`src/design/cau_pkg.sv`:
```
// Shared constants for the complex arithmetic unit: command, status and selector codes.
// No dependencies; imported by every module of the block.
package cau_pkg;

	localparam int DATA_WIDTH_DEF = 32;
	localparam int FRAC_BITS_DEF  = 16;
	localparam int TOL_W          = 17;
	localparam int CMD_W          = 4;
	localparam int ST_W           = 2;

	localparam logic [TOL_W-1:0] TOL_RESET = 17'd7;

	localparam logic [CMD_W-1:0] CMD_ADD   = 4'd0;
	localparam logic [CMD_W-1:0] CMD_SUB   = 4'd1;
	localparam logic [CMD_W-1:0] CMD_MUL   = 4'd2;
	localparam logic [CMD_W-1:0] CMD_DIV   = 4'd3;
	localparam logic [CMD_W-1:0] CMD_CONJ  = 4'd4;
	localparam logic [CMD_W-1:0] CMD_NEG   = 4'd5;
	localparam logic [CMD_W-1:0] CMD_MAG   = 4'd6;
	localparam logic [CMD_W-1:0] CMD_MAGSQ = 4'd7;
	localparam logic [CMD_W-1:0] CMD_EQ    = 4'd8;

	localparam logic [ST_W-1:0] ST_OK   = 2'd0;
	localparam logic [ST_W-1:0] ST_SAT  = 2'd1;
	localparam logic [ST_W-1:0] ST_DIV0 = 2'd2;

	// which unit delivers the final result
	typedef enum logic [1:0] {
		SEL_SIDE,
		SEL_DIV,
		SEL_MAG
	} res_sel_t;

endpackage

```
`src/design/cau_step.sv`:
```
// One iteration stage of the complex arithmetic unit: a restoring divide step for both
// quotient parts and, when DO_SQRT is set, one digit of the integer square root. Uses cau_pkg.
module cau_step #(
	parameter int DATA_WIDTH = cau_pkg::DATA_WIDTH_DEF,
	parameter bit DO_SQRT    = 1'b1,
	parameter int SIDE_W     = 2 * cau_pkg::DATA_WIDTH_DEF + 9
) (
	input  logic                      clk,
	input  logic                      load,
	input  logic [2*DATA_WIDTH:0]     den_i,
	input  logic [2*DATA_WIDTH+1:0]   rem_re_i,
	input  logic [2*DATA_WIDTH+1:0]   rem_im_i,
	input  logic [DATA_WIDTH:0]       lo_re_i,
	input  logic [DATA_WIDTH:0]       lo_im_i,
	input  logic [DATA_WIDTH:0]       q_re_i,
	input  logic [DATA_WIDTH:0]       q_im_i,
	input  logic [2*DATA_WIDTH-1:0]   sq_i,
	input  logic [DATA_WIDTH+1:0]     srem_i,
	input  logic [DATA_WIDTH-1:0]     root_i,
	input  logic [SIDE_W-1:0]         side_i,
	output logic [2*DATA_WIDTH:0]     den_o,
	output logic [2*DATA_WIDTH+1:0]   rem_re_o,
	output logic [2*DATA_WIDTH+1:0]   rem_im_o,
	output logic [DATA_WIDTH:0]       lo_re_o,
	output logic [DATA_WIDTH:0]       lo_im_o,
	output logic [DATA_WIDTH:0]       q_re_o,
	output logic [DATA_WIDTH:0]       q_im_o,
	output logic [2*DATA_WIDTH-1:0]   sq_o,
	output logic [DATA_WIDTH+1:0]     srem_o,
	output logic [DATA_WIDTH-1:0]     root_o,
	output logic [SIDE_W-1:0]         side_o
);
	import cau_pkg::*;

	localparam int W  = DATA_WIDTH;
	localparam int DB = 2 * W + 1;

	logic [DB:0] dden;
	logic [DB:0] r_re, r_im;
	logic        ge_re, ge_im;

	assign dden  = {1'b0, den_i};
	assign r_re  = {rem_re_i[DB-1:0], lo_re_i[W]};
	assign r_im  = {rem_im_i[DB-1:0], lo_im_i[W]};
	assign ge_re = r_re >= dden;
	assign ge_im = r_im >= dden;

	always_ff @(posedge clk) begin
		if (load) begin
			den_o    <= den_i;
			rem_re_o <= ge_re ? r_re - dden : r_re;
			rem_im_o <= ge_im ? r_im - dden : r_im;
			lo_re_o  <= {lo_re_i[W-1:0], 1'b0};
			lo_im_o  <= {lo_im_i[W-1:0], 1'b0};
			q_re_o   <= {q_re_i[W-1:0], ge_re};
			q_im_o   <= {q_im_i[W-1:0], ge_im};
			side_o   <= side_i;
		end
	end

	generate
		if (DO_SQRT) begin : g_sqrt
			logic [W+1:0] r2, trial;
			logic         g;

			assign r2    = {srem_i[W-1:0], sq_i[2*W-1 -: 2]};
			assign trial = {root_i, 2'b01};
			assign g     = r2 >= trial;

			always_ff @(posedge clk) begin
				if (load) begin
					srem_o <= g ? r2 - trial : r2;
					root_o <= {root_i[W-2:0], g};
					sq_o   <= {sq_i[2*W-3:0], 2'b00};
				end
			end
		end else begin : g_pass
			always_ff @(posedge clk) begin
				if (load) begin
					srem_o <= srem_i;
					root_o <= root_i;
					sq_o   <= sq_i;
				end
			end
		end
	endgenerate

endmodule

```
`config.mk`:
```
export PLATFORM = sky130hd
export DESIGN_NAME = cau_step
export DESIGN_NICKNAME = d
export VERILOG_FILES = /design/src/design/cau_pkg.sv /design/src/design/cau_step.sv
export SDC_FILE = /design/constraint.sdc
export NUM_CORES = 1
export LEC_CHECK = 0
export BUFFER_PORTS_ARGS = -buffer_cell sky130_fd_sc_hd__buf_4
export CORE_AREA = 3 3 417 419
export DETAILED_ROUTE_END_ITERATION = 6
export DIE_AREA = 0 0 420 422
export HOLD_SLACK_MARGIN = 0.1
export MAX_ROUTING_LAYER = met4
export PLACE_DENSITY = 0.32
export SLEW_MARGIN = 20
export SYNTH_ARGS = -nofsm -noshare
export SYNTH_HDL_FRONTEND = slang
export SYNTH_SLANG_ARGS = --single-unit
```
`constraint.sdc`:
```
create_clock -name clk -period 4.9 [get_ports clk]
set_input_delay 1.225 -clock clk [delete_from_list [all_inputs] [get_ports clk]]
set_output_delay 1.225 -clock clk [all_outputs]
set_load 0.03 [all_outputs]
```
* Word-level counts from Yosys, hierarchy flattened
Cells that the tools add are included.
Storage, ports and cells: flip-flop bits (word level) 528, latch bits 0, input bits 534, word-level logic and storage cells 20, bits in read-only memories 0, memories kept 0, output and inout port bits 532, RAM bits 0
Operators by class: reductions and logical operators 0, shifts and indexed selects 0, divide/modulo/power cells 0, add/subtract/negate cells 3, equal/unequal tests 0, muxes and demuxes 3, bitwise gates (word level) 0, $mul 0, magnitude comparators 3
Operators with widths (number):
- $ge A66 B65 Y1 | 2
- $mux W66 | 2
- $sub A66 B65 Y66 | 2
- $ge A34 B34 Y1 | 1
- $mux W34 | 1
- $sub A34 B34 Y34 | 1

* Logic depth before layout (Yosys ltp)
word-level depth 2, gate-level depth with buffers 17, gate-level depth less buffers 15

* Least setup slack after synthesis
Ideal clock, no wire load.
path type input-to-reg, start point input port lo_im_i[32], end point register rem_im_o[1] (data pin), buffers on the path 1, data required time 4.640 ns, slack 0.540 ns, stages 13, library setup time 0.260 ns, data arrival time 4.100 ns, cells stage by stage inv_1 ha_1 inv_1 fa_1 a21o_1 a311oi_2 nand3b_1 a41oi_2 a2111oi_2 nor3_1 a211oi_4 buf_4 mux2_2
Between the ends: longest elaborated chain between the ends 2, elaborated cells between the ends (all ways) 3, those cells by class add/sub (1); order compare (1); mux (1)
RTL lines:
- start, declared | RTL line cau_step.sv:14 | input logic [DATA_WIDTH:0] lo_im_i,
- $sub A66 B65 Y66 or $ge A66 B65 Y1 (tied branches) | RTL line cau_step.sv:52, cau_step.sv:46
- $mux W66 * | RTL line cau_step.sv:52 | rem_im_o <= ge_im ? r_im - dden : r_im;
- end signal, assigned | RTL line cau_step.sv:52
- end, declared | RTL line cau_step.sv:23 | output logic [2*DATA_WIDTH+1:0] rem_im_o,
Mark *: on every way between the ends. The rest lies on a longest branch, timed or not. A chain may end at the register's enable or synchronous reset.

* Final worst setup path
start point input port den_i[4], end point register rem_im_o[57] (data pin)
Between the ends: longest elaborated chain between the ends 2, elaborated cells between the ends (all ways) 3, those cells by class add/sub (1); order compare (1); mux (1)
RTL lines:
- start, declared | RTL line cau_step.sv:10 | input logic [2*DATA_WIDTH:0] den_i,
- $sub A66 B65 Y66 or $ge A66 B65 Y1 (tied branches) | RTL line cau_step.sv:52, cau_step.sv:46
- $mux W66 * | RTL line cau_step.sv:52
Marks and branches as above.

==> impl_metrics.csv <==
group,metric,value,unit
sta,hold_violations,0,
floorplanning,std_cell_rows,152,
worst_setup_path,crit_type,"input port to register",
routing,wirelength,153000,µm
final_layout,layout_commonest_cell,"buf_4",
cts,cts_max_path_buffers,3,
routing,drc_errors,0,
sta,report.final.slew_viol_count,0,
sta,period_share,88.7,%
yosys,synth-edff-count,528,
sta,max_freq,0.230,GHz
yosys,yosysSeqAreaShare,57.2,%
routing,drt_pass1_iterations,5,
routing,wire_per_inst,25.5,µm
placement,place.gp.congestion,0.846,
routing,vias_per_cell,4.03,
worst_setup_path,cp-end-kind,"register",
cts,cts_resized,0,
final_layout,final.fill_count,18400,
worst_setup_path,crit_required,5.32,ns
cts,post_cts_buffers,0,
worst_setup_path,critPathArrivalTime,4.76,ns
cts,clkSinkCount,528,
final_layout,fin_nets,4412,
grt,antenna_found_initial,31,
grt,grt_pass1_vias,24900,
power_and_ir_drop,max-vdd-ir-drop,252,µV
routing,vias,24200,
routing,ant_nets,0,
yosys,synth_area,0.0277,mm²
grt,grt_pass1_wl,205000,µm
yosys,avgSynthCellArea,11.3,µm²
cts,cts_hold_buf,0,
worst_setup_path,cp-endpoint,"rem_im_o[57]",
yosys,synth.distinct_cells,84,
sta,setup_viol,0,
final_layout,syn_to_final_growth,53.1,%
grt,top_usage_layer,"met2",
yosys,yosys_most_used_dff,"edfxtp_1",
yosys,ys_warn_count,0,
cts,cts_root_buf,"clkbuf_16",
hold_path,min_path_type,"input port to register",
floorplanning,chipWidth,420,µm
sta,finalCriticalPeriod,4.34,ns
grt,grt.total_usage,17.1,%
floorplanning,io_pins,1066,
sta,fin_setup_tns,0,ns
floorplanning,initial_core_util,16.2,%
sta,rsz0062_at_grt,"no",
power_and_ir_drop,power.density,372,mW/mm²
routing,drt_iter0_drc,1111,
yosys,syn_inst,2444,
cts,cts_tree,"done",
flow_run,cap_violations,0,
sta,tightest_slew,0.805,ns
worst_setup_path,cp-startpoint,"den_i[4]",
grt,grtUsageMet3,3.21,%
placement,dp_hpwl,130000,µm
cts,path_clk_slew,0.06,ns
floorplanning,core-area,0.171,mm²
floorplanning,die-height,422,µm
yosys,async_reset_ff_share,0,%
yosys,synth_seq_cells,528,
power_and_ir_drop,p_leak,17.9,nW
grt,grt-ovfl-total,0,
placement,io_buffers,1055,
final_layout,drive_gt1_share,38.1,%
status,status,"finished clean",
grt,grt_max_degree,71,
power_and_ir_drop,total_power,0.0158,W
final_layout,fin_util,24.8,%
worst_setup_path,critical_path_peak_fanout,4,
sta,timing.slew.headroom,45.9,%
grt,use_met2,32.4,%
worst_setup_path,startpoint_type,"input port",
floorplanning,die_area,0.177,mm²
grt,use_met1,17.6,%
cts,cts_buffers,75,
cts,cts-htree-levels,3,
final_layout,final_cell_mix,"buf_4 (1272), edfxtp_1 (528), nand2_1 (258), a21oi_1 (229), o21ai_0 (221)",
[final cells by class]
type / instances / area [µm²] / area share (%)
sequential: 528 / 15900 / 37.4
multi-input combinational: 1665 / 10800 / 25.5
timing repair buffer: 1290 / 9900 / 23.3
tap: 2233 / 2790 / 6.59
clock buffer: 89 / 1930 / 4.55
inverter: 152 / 571 / 1.35
clock inverter: 42 / 509 / 1.20
antenna: 12 / 30.0 / 0.0708
[stage by stage]
stage	hold slack, ns	cell area, µm²	setup slack (ns)	std cells
floorplan	1.32	27700	0.540	2447
global placement	1.40	40000	-0.242	5868
detailed placement	1.40	40000	-0.273	5868
CTS	0.608	42400	0.504	5999
global route	0.636	42400	0.336	6008
finish	0.707	42400	0.555	6011
[cells by family (layout without fill, tap and decap cells)]
logic type / count (synthesis) / count (layout) / share of synthesized area (%)
flip-flops: 528 / 528 / 57.2
multiplexers: 16 / 16 / 0.641
other: 1 / 16 / 0.0135
AO/OA/AOI/OAI: 723 / 723 / 16.0
buffers and inverters: 254 / 1573 / 3.76
XOR/XNOR: 147 / 147 / 4.65
AND/OR/NAND/NOR: 609 / 609 / 10.1
adder cells (fa/ha/maj): 166 / 166 / 7.55
[critical path, stage by stage]
cell and delay (ns):
buf_4 0.11, inv_1 0.11, ha_1 0.29, a21o_1 0.22, nor3_2 0.15, a211oi_1 0.14
o21ai_0 0.43, a211oi_1 0.14, buf_4 0.19, a221oi_1 0.47, or3b_2 0.57, a21boi_0 0.42
xor2_1 0.20, o21ai_0 0.10
[routing by layer]
metal / routed length, µm / part of all wire, % / vias to the layer above
li1: - / - / 11600
met1: 56900 / 37 / 11700
met2: 84900 / 55 / 717
met3: 7600 / 5.0 / 173
met4: 3780 / 2.5 / 0
met5: 0 / 0 / -
[registers in the layout, indices dropped and copies added, names as in the netlist, 33 cells and up]
signal,cells
srem_o,34
q_re_o,33
q_im_o,33
side_o,73
den_o,65
rem_re_o,66
rem_im_o,66
sq_o,62
[Yosys cell counts (11+ instances only)]
| library cell | count | share of area [%] |
|---|---|---|
| buf_2 | 26 | 0.47 |
| ha_1 | 164 | 7.4 |
| xor2_1 | 61 | 1.9 |
| clkbuf_1 | 59 | 0.80 |
| nor4_1 | 11 | 0.25 |
| edfxtp_1 | 528 | 57 |
| o21a_1 | 20 | 0.54 |
| a21o_1 | 71 | 1.9 |
| nor3_1 | 44 | 0.79 |
| a31oi_1 | 16 | 0.36 |
| nor2_1 | 122 | 1.7 |
| o21ai_0 | 221 | 4.0 |
| mux2_2 | 13 | 0.53 |
| inv_1 | 151 | 2.0 |
| nand2_1 | 258 | 3.5 |
| a211oi_1 | 19 | 0.51 |
| nand2b_1 | 19 | 0.43 |
| nand4_1 | 62 | 1.4 |
| o21bai_1 | 39 | 1.1 |
| buf_4 | 12 | 0.33 |
| nand3_1 | 27 | 0.49 |
| o31ai_1 | 13 | 0.35 |
| xnor2_1 | 86 | 2.7 |
| a21oi_1 | 229 | 4.1 |
| nor2b_1 | 22 | 0.50 |
[where the power goes]
group	internal, W	switching, W	total (W)
Sequential	0.00555	0.000167	0.00572
Combinational	0.00170	0.00278	0.00448
Clock	0.00322	0.00238	0.00560
[worst min path at each step]
| stage | start | endpoint | slack [ns] | cells past startpoint |
|---|---|---|---|---|
| 2_1_floorplan | den_i[0] | den_o[0] | 1.32 | 0 |
| 3_3_place_gp | lo_re_i[1] | lo_re_o[2] | 1.40 | 1 |
| 3_5_place_dp | side_i[45] | side_o[45] | 1.40 | 1 |
| 4_1_cts | q_re_i[10] | q_re_o[11] | 0.61 | 1 |
| 5_1_grt | q_re_i[10] | q_re_o[11] | 0.64 | 1 |
| 6_report | lo_re_i[14] | lo_re_o[15] | 0.71 | 1 |
(Power assumes the default switching activity.)
